**config.mk**
```make
export PLATFORM = sky130hd
export DESIGN_NAME = tx_buffer_stall_watchdog_top
export DESIGN_NICKNAME = d
export VERILOG_FILES = /design/src/hw/rtl/tbsw_pkg.sv /design/src/hw/rtl/tbsw_cell.sv /design/src/hw/rtl/tx_buffer_stall_watchdog_top.sv
export SDC_FILE = /design/constraint.sdc
export NUM_CORES = 1
export LEC_CHECK = 0
export ABC_AREA = 1
export BUFFER_PORTS_ARGS = -buffer_cell sky130_fd_sc_hd__buf_4
export CORE_ASPECT_RATIO = 0.7
export CORE_MARGIN = 2
export CORE_UTILIZATION = 50
export CTS_CLUSTER_SIZE = 20
export DETAILED_ROUTE_END_ITERATION = 8
export GPL_TIMING_DRIVEN = 0
export HOLD_SLACK_MARGIN = 0.12
export PLACE_DENSITY = 0.72
export SETUP_SLACK_MARGIN = 0.3
export SLEW_MARGIN = 20
export SYNTH_ARGS = -nofsm -noshare
export SYNTH_HDL_FRONTEND = slang
export SYNTH_SLANG_ARGS = --single-unit
```
**constraint.sdc**
```tcl
create_clock -name clk -period 11.9 [get_ports clk]
set_input_delay 1.19 -clock clk [delete_from_list [all_inputs] [get_ports clk]]
set_output_delay 1.19 -clock clk [all_outputs]
set_load 0.02 [all_outputs]
```
**src/hw/rtl/tbsw_pkg.sv**
```systemverilog
// Package for the transmit buffer stall watchdog.
// Holds the slot count, function codes, word types and the count and saturation helpers.
// No dependencies.
`timescale 1ns / 1ps
`default_nettype none

package tbsw_pkg;

	localparam int SLOTS = 8;
	localparam int HANDLE_W = 32;
	localparam int PEND_W = 4;
	localparam int CNT_W = ($clog2(SLOTS + 1) > PEND_W) ? $clog2(SLOTS + 1) : PEND_W;
	localparam logic [CNT_W-1:0] PEND_MAX = CNT_W'((1 << PEND_W) - 1);

	typedef enum logic [1:0] {
		FUNC_ALLOC   = 2'd0,
		FUNC_RECYCLE = 2'd1,
		FUNC_TICK    = 2'd2,
		FUNC_NONE    = 2'd3
	} func_t;

	typedef struct packed {
		logic [1:0]          func;
		logic [HANDLE_W-1:0] handle;
	} req_word_t;

	typedef struct packed {
		logic [PEND_W-1:0] pending_count;
		logic              stuck;
		logic              restart_request;
	} rsp_word_t;

	// command broadcast to every slot cell
	typedef struct packed {
		logic                en;
		logic                alloc;
		logic                recycle;
		logic [HANDLE_W-1:0] handle;
	} cell_cmd_t;

	// per-cell status back to the top level
	typedef struct packed {
		logic hit;
		logic occ;
		logic occ_next;
	} cell_stat_t;

	function automatic logic [CNT_W-1:0] count_ones(input logic [SLOTS-1:0] v);
		logic [CNT_W-1:0] n;
		n = '0;
		for (int i = 0; i < SLOTS; i++) begin
			n = n + CNT_W'(v[i]);
		end
		return n;
	endfunction

	function automatic logic [PEND_W-1:0] sat_pending(input logic [CNT_W-1:0] n);
		logic [PEND_W-1:0] r;
		if (n > PEND_MAX) begin
			r = PEND_W'(PEND_MAX);
		end else begin
			r = PEND_W'(n);
		end
		return r;
	endfunction

endpackage

`default_nettype wire

```
**src/hw/rtl/tbsw_cell.sv**
```systemverilog
// One handle slot of the watchdog table.
// Claims the alloc token when empty, clears itself on a matching recycle.
// Depends on tbsw_pkg.
`timescale 1ns / 1ps
`default_nettype none

module tbsw_cell
	import tbsw_pkg::*;
(
	input  wire logic       clk,
	input  wire logic       arst_n,
	input  wire cell_cmd_t  cmd,
	input  wire logic       claim_in,
	output logic            claim_out,
	output cell_stat_t      stat
);

	logic [HANDLE_W-1:0] slot_q;
	logic [HANDLE_W-1:0] slot_next;
	logic                occ;
	logic                take;
	logic                hit;

	assign occ  = (slot_q != '0);
	assign take = claim_in && !occ;
	// token moves on past an occupied slot
	assign claim_out = claim_in && occ;
	// handle zero matches every empty slot
	assign hit = cmd.recycle && (slot_q == cmd.handle);

	always_comb begin
		slot_next = slot_q;
		if (take) begin
			slot_next = cmd.handle;
		end else if (hit) begin
			slot_next = '0;
		end
	end

	assign stat.hit      = hit;
	assign stat.occ      = occ;
	assign stat.occ_next = (slot_next != '0);

	always_ff @(posedge clk or negedge arst_n) begin
		if (!arst_n) begin
			slot_q <= '0;
		end else if (cmd.en) begin
			slot_q <= slot_next;
		end
	end

endmodule

`default_nettype wire

```
**src/hw/rtl/tx_buffer_stall_watchdog_top.sv**
```systemverilog
// Channel | Dir | Handshake          | Word
// req     | in  | req_valid/stall    | func, handle
// rsp     | out | rsp_valid/stall    | pending_count, stuck, restart_request
//
// One word per cycle while req_stall is low; its result shows in the rsp register the next cycle.
// The alloc token ripples through the row of slot cells within that cycle.
// req_stall is high only while a result sits in rsp and rsp_stall holds it.
// Reset empties every slot and clears the progress and last seen counters.
// Top level of the watchdog; depends on tbsw_pkg and tbsw_cell.
`timescale 1ns / 1ps
`default_nettype none

module tx_buffer_stall_watchdog_top
	import tbsw_pkg::*;
(
	input  wire logic      clk,
	input  wire logic      arst_n,
	input  wire logic      req_valid,
	output logic           req_stall,
	input  wire req_word_t req,
	output logic           rsp_valid,
	input  wire logic      rsp_stall,
	output rsp_word_t      rsp
);

	logic                accept;
	cell_cmd_t           cmd;
	logic [SLOTS:0]      claim;
	cell_stat_t          stat [SLOTS];
	logic [SLOTS-1:0]    hit_v;
	logic [SLOTS-1:0]    occ_v;
	logic [SLOTS-1:0]    occ_next_v;
	logic [31:0]         progress_q;
	logic [31:0]         last_seen_q;
	logic                reported_q;
	logic                is_tick;
	logic                tick_busy;
	logic                stalled_now;
	rsp_word_t           rsp_next;

	assign req_stall = rsp_valid && rsp_stall;
	assign accept    = req_valid && !req_stall;

	assign cmd.en      = accept;
	assign cmd.alloc   = (func_t'(req.func) == FUNC_ALLOC);
	assign cmd.recycle = (func_t'(req.func) == FUNC_RECYCLE);
	assign cmd.handle  = req.handle;

	assign claim[0] = cmd.alloc && (req.handle != '0);

	for (genvar g = 0; g < SLOTS; g++) begin : g_cell
		tbsw_cell u_cell (
			.clk      (clk),
			.arst_n   (arst_n),
			.cmd      (cmd),
			.claim_in (claim[g]),
			.claim_out(claim[g+1]),
			.stat     (stat[g])
		);
		assign hit_v[g]      = stat[g].hit;
		assign occ_v[g]      = stat[g].occ;
		assign occ_next_v[g] = stat[g].occ_next;
	end

	assign is_tick     = (func_t'(req.func) == FUNC_TICK);
	assign tick_busy   = is_tick && (occ_v != '0);
	assign stalled_now = tick_busy && (progress_q == last_seen_q);

	always_comb begin
		rsp_next.pending_count   = sat_pending(count_ones(occ_next_v));
		rsp_next.stuck           = stalled_now;
		rsp_next.restart_request = stalled_now && !reported_q;
	end

	always_ff @(posedge clk or negedge arst_n) begin
		if (!arst_n) begin
			progress_q  <= '0;
			last_seen_q <= '0;
			reported_q  <= 1'b0;
		end else if (accept) begin
			if (cmd.recycle) begin
				progress_q <= progress_q + 32'(count_ones(hit_v));
			end
			if (tick_busy && !stalled_now) begin
				last_seen_q <= progress_q;
			end
			if (stalled_now) begin
				reported_q <= 1'b1;
			end
		end
	end

	always_ff @(posedge clk or negedge arst_n) begin
		if (!arst_n) begin
			rsp_valid <= 1'b0;
		end else if (accept) begin
			rsp_valid <= 1'b1;
		end else if (!rsp_stall) begin
			rsp_valid <= 1'b0;
		end
	end

	// payload register, no reset
	always_ff @(posedge clk) begin
		if (accept) begin
			rsp <= rsp_next;
		end
	end

endmodule

`default_nettype wire

```
# --- After elaboration in Yosys (flattened, before gate mapping) ---
# Index checks and enable logic that the tools add are counted.
totals:
  regBits: 328
  inputBits: 38
  output_inout_bits: 8
  word_cells: 124
op_classes:
  add_sub_neg: 15
  n_lt_le_gt_ge: 1
  eq_ne: 12
  muxes: 18
  n_reduce_logical: 63
op_table:
  columns: ["cell", "count"]
  rows:
  - ["$reduce_bool A32 Y1", 17]
  - ["$mux W32", 16]
  - ["$eq A32 B32 Y1", 9]
  - ["$add A32 B4 Y32", 1]
  - ["$add A4 B1 Y4", 8]
  - ["$logic_and A1 B1 Y1", 30]
  - ["$logic_not A1 Y1", 11]
  - ["$add A3 B1 Y4", 2]
  - ["$reduce_bool A8 Y1", 1]
  - ["$add A2 B1 Y3", 2]
  - ["$reduce_and A2 Y1", 3]
  - ["$add A1 B1 Y2", 2]
  - ["$gt A4 B4 Y1 const B", 1]
  - ["$eq A2 B1 Y1 const B", 1]
  - ["$eq A2 B2 Y1 const B", 1]
  - ["$logic_not A2 Y1", 1]
  - ["$mux W1", 2]
  - ["$ne A2 B1 Y1 const B", 1]

# --- Longest topological paths before layout ---
logic_depth:
  word_depth: 14
  mapped_depth: 31
  mapped_depth_nobuf: 29

# --- By module ---
# Synthesis repeated with hierarchy kept, for this count alone.
unflattened:
  cells_unflattened: 3919
  area_unflattened_um2: 24948.9
by_module_without_submodules:
  columns: ["mod", "n_inst", "cells_per_inst", "area_each_um2", "seq_area_each_um2"]
  rows:
  - ["tbsw_cell", 8, 421, 2576.2, 800.8]
  - ["tx_buffer_stall_watchdog_top", 1, 551, 4339.2, 1831.8]

# --- Worst setup path before layout ---
# Ideal clock, no wire load.
synth_path:
  path_kind: "input-to-reg"
  start: "input req[29] in the netlist's numbering"
  end: "register progress_q[28]"
  setup_ns: 0.079
  arrival_time_ns: 5.767
  required_ns: 11.821
  slack_ns: 6.054
  cell_stages: 30
  path_buffers: 3
  path_cell_list: "buf_2 -> buf_1 -> nand2_1 -> nand4_1 -> nor2_1 -> nand3b_1 -> nor2_4 -> buf_6 -> fa_1 -> inv_1 -> fa_1 -> inv_1 -> fa_1 -> inv_1 -> fa_1 -> inv_1 -> fa_1 -> nand3_1 -> nand3_1 -> inv_1 -> nor2_8 -> nand3_2 -> nor3_4 -> nand3_2 -> nor3_4 -> nand2_2 -> nor2_4 -> nand2_2 -> nor2_2 -> xor2_1"
synth_between:
  elab_chain_len: 10
  word_cells_on_any_way: 24
  cone_classes: "add/sub (8); eq/ne (8); reduce/logical (8)"
synth_lines:
  columns: ["item", "line", "rtl"]
  rows:
  - ["start: declaration", "tx_buffer_stall_watchdog_top.sv:20", "input wire req_word_t req,"]
  - ["$eq A32 B32 Y1", "tbsw_cell.sv:29", "assign hit = cmd.recycle && (slot_q == cmd.handle);"]
  - ["$logic_and A1 B1 Y1", "tbsw_cell.sv:29", null]
  - ["$add A1 B1 Y2", "tbsw_pkg.sv:52", "n = n + CNT_W'(v[i]);"]
  - ["$add A2 B1 Y3", "tbsw_pkg.sv:52", null]
  - ["$add A3 B1 Y4", "tbsw_pkg.sv:52", null]
  - ["$add A4 B1 Y4 (3 in series)", "tbsw_pkg.sv:52", null]
  - ["$add A4 B1 Y4 (*)", "tbsw_pkg.sv:52", null]
  - ["$add A32 B4 Y32 (*)", "tx_buffer_stall_watchdog_top.sv:82", "progress_q <= progress_q + 32'(count_ones(hit_v));"]
  - ["end signal: assignment", "tx_buffer_stall_watchdog_top.sv:82", null]
  - ["end: declaration", "tx_buffer_stall_watchdog_top.sv:33", "logic [31:0] progress_q;"]
# Mark *: on every way between the ends. The rest lies on a longest branch, timed or not.
# A chain may end at the register's enable or synchronous reset.

# --- Worst setup path in the final report ---
layout_path:
  start: "input req[5] in the netlist's numbering"
  end: "register progress_q[28]"
# The elaborated chain is that of the path after synthesis.

==> results by group <==
Placement
  • GPL Wtd Cong: 1.09
  • DPL Wire Length: between 80,000 and 90,000 um
  • Port Buffers: 30
  • Placed instance area: between 20,000 and 25,000 um2

Worst setup path
  • Setup crit end kind: flop
  • CP most frequent cell: inv_1
  • Worst EP arrival: ~8.2 ns
  • Largest stage delay, worst path: about 0.95 ns
  • CP required: 12.41 ns
  • CP max-delay cell: nor3_1
  • Largest fanout on the critical path: 10
  • Setup Crit Path Kind: input port to flop
  • CP Launch Type: input port
  • Worst Reg2Reg Path Length in Cells: 28

Synthesis
  • Cell with the most instances after synthesis: nand2_1
  • Synth top area share: a little over a third
  • Ys Warns: 0
  • Syn Std Cell Area: between 20,000 and 25,000 um2
  • Synth top area cells: dfrtp_1 (35%), nand2_1 (16%), o21ai_0 (8.3%)
  • Mean Syn Cell Area: just under 7 um2
  • Most used flip-flop cell after synthesis: dfrtp_1
  • Syn Inst Count: roughly 3,400
  • Post-synthesis sequential area ratio: 36.3%
  • Yosys top cell by area: dfrtp_1
  • Share of flip-flops with an asynchronous set or reset: 98.2%
  • Post-synth EDFFs: 6
  • Most frequent cells after synthesis: nand2_1 (987), nor2_1 (415), o21ai_0 (379)
  • Net Count, Synth: 3,416
  • Cell variety after synth: 50
  • Yosys reg bits: 328

Clock network
  • Clk sink count: 328
  • Post-CTS Setup Bufs: 0
  • Maximum root-to-sink buffer count: 3
  • Clk slew on worst S/H paths: 0.06 ns
  • CTS Hold Bufs: 0
  • CTS resizes: 0
  • Root Driver: clkbuf_16
  • Num CTS Buffers: 38
  • Htree depth: 2
  • CTS tree: yes
  • Worst-skew pair later-pin latency: 0.59 ns

Floorplan
  • Full die area: 47,200 um2
  • # rows: 65
  • Core ar.: about 45,000 um2
  • Io pins: 46
  • Die height: 182 um
  • Initial Util: 50.5%
  • Die Width: 259 um

Finish
  • Fillers: 4,443
  • Fin util: 56.1%
  • P&R area growth vs syn: 11.0%
  • Layout net count: approximately 3,500
  • Post-route cell area: 25,200 um2
  • Storage element area: a little over 8000 um2
  • Layout cells sized above 1: 7.39%
  • Area occupied by multi-input gates: 12,400 um2

Pwr
  • P per Cell Area: 215 nW/um2
  • Worst ir drop on vdd: 168 uV
  • Design Power: 5420 uW
  • LEAKAGE: 0.0116 uW

Timing
  • Final period util: 65.0%
  • Max Fclk: 0.129 GHz
  • Final setup skew: 0.0282 ns
  • Final period demand of the worst path: slightly below 8 ns
  • Least-Margin Pin Slew: ~1.4 ns
  • Post-Route Setup TNS: 0 ns
  • Final hold violations: 0
  • Max_slew headroom: 9.64%
  • RSZ-0062 raised after global routing: false
  • Final Max Slew Viols: 0
  • Final Setup Violations: 0

Min path
  • Hold path cells: 1
  • Hold WC Path Type: flop to flop

Global route
  • Grt ovf: 0
  • Initial antenna violation count: 6
  • Largest net degree at the start of global routing: 94
  • Number of global-route vias before repair: around 23,000
  • First-pass GRT wire length: 161,000 um
  • GRT Total Usage: 47.1%

Route
  • WL met2: 40,500 um
  • WL final: between 100,000 and 150,000 um
  • Top layer in use: met5
  • Vias: around 26,000
  • DRC Markers: 0
  • Drt first pass iters: 6
  • Met3 routed WL: 18,300 um
  • WL met1: 44,800 um
  • WL per Instance: 27.3 um
  • Final ANT Viol Nets: 0
  • Initial DRC Count: approximately 4,700
  • Routed vias/inst: 6.29

Flow run
  • Maxcap violations: 0

Status
  • Outcome: completed
-- through the flow --
| stage | worst slack [ns] | instances | hold slack [ns] |
|---|---|---|---|
| 2_1_floorplan | 6.05 | 3360 | 0.444 |
| 3_3_place_gp | 3.84 | 3993 | 0.463 |
| 3_5_place_dp | 3.93 | 3996 | 0.464 |
| 4_1_cts | 4.50 | 4065 | 0.482 |
| 5_1_grt | 3.91 | 4065 | 0.504 |
| 6_report | 4.16 | 4069 | 0.482 |
-- final timing paths --
| check | slack, ns | to | startpoint |
|---|---|---|---|
| setup / recovery | 4.16 | progress_q[28]$_DFFE_PN0P_ | req[5] |
| hold reg to reg | 0.48 | reported_q$_DFFE_PN0P_ | reported_q$_DFFE_PN0P_ |
| hold / removal | 0.48 | reported_q$_DFFE_PN0P_ | reported_q$_DFFE_PN0P_ |
| setup reg to reg | 5.67 | progress_q[28]$_DFFE_PN0P_ | g_cell[7].u_cell.slot_q[21]$_DFFE_PN0P_ |
| max in group asynchronous | 10.40 | last_seen_q[12]$_DFFE_PN0P_ | arst_n |
| min in group asynchronous | 0.54 | g_cell[7].u_cell.slot_q[9]$_DFFE_PN0P_ | arst_n |
-- registers in the layout, summed over array words and instances, names as in the netlist --
register and cells:
reported_q 1, g_cell.u_cell.slot_q 256, last_seen_q 32, progress_q 32, rsp 6, rsp_valid 1
-- logic make-up after synthesis --
logic type                 synth area share [%]
AOI/OAI and AO/OA                          14.4
xor gates and xnor gates                   4.59
adders and majority gates                  1.29
buffers and inverters                      9.05
DFF                                        36.3
and+or+nand+nor                            34.4
-- critical path: cells and delay by family --
kind,cells,cell delay [ns]
compound gates,3,1.03
xor+xnor,1,0.14
fa+ha+maj,4,1.64
buf+inv,8,1.70
simple gates,13,2.52
-- per-layer routing --
layer	vias up	track usage, %
met1	11827	67.1
met3	378	17.7
met4	2	25.9
met5	-	0
met2	2108	60.5
li1	11266	-
-- placed cells by master, fill, tap and decap left out, types with 6 or more instances in the layout --
master / n
inv_1: 291
o2111ai_1: 20
a211oi_1: 6
buf_2: 76
nand2_1: 987
nor3_1: 67
nor2_1: 415
nor4_1: 56
buf_4: 43
nand3_1: 68
xor2_1: 87
a21oi_1: 45
a2111oi_0: 11
inv_2: 17
buf_6: 6
edfxtp_1: 6
dfrtp_1: 322
nand4_1: 162
buf_1: 18
bufinv_16: 9
o21ai_0: 379
ha_1: 9
a31oi_1: 12
o22ai_1: 32
clkbuf_16: 38
fa_1: 9
a22oi_1: 60
clkbuf_8: 7
clkbuf_1: 76
nand3b_1: 7
xnor2_1: 32
o21ai_1: 6
or2_2: 26
-- where the power goes --
group	total (uW)	internal, uW	leakage [uW]	switching, uW
combinational	2260	743	0.00666	1510
sequential	1790	1410	0.00429	378
clock	1370	831	0.000689	540
-- cell type report --
cell class              instances  area share, %
diodes                          4         0.0397
plain buffers                 185           3.52
clock buffers                  51           4.24
clock inverters                18           1.35
inverters                     311           4.64
multi-input cells            2536           49.3
flip-flops and latches        328           32.7
well taps                     603           2.99
repair buffers                 33           1.25
Note: power is estimated with default switching activity, not from simulation.
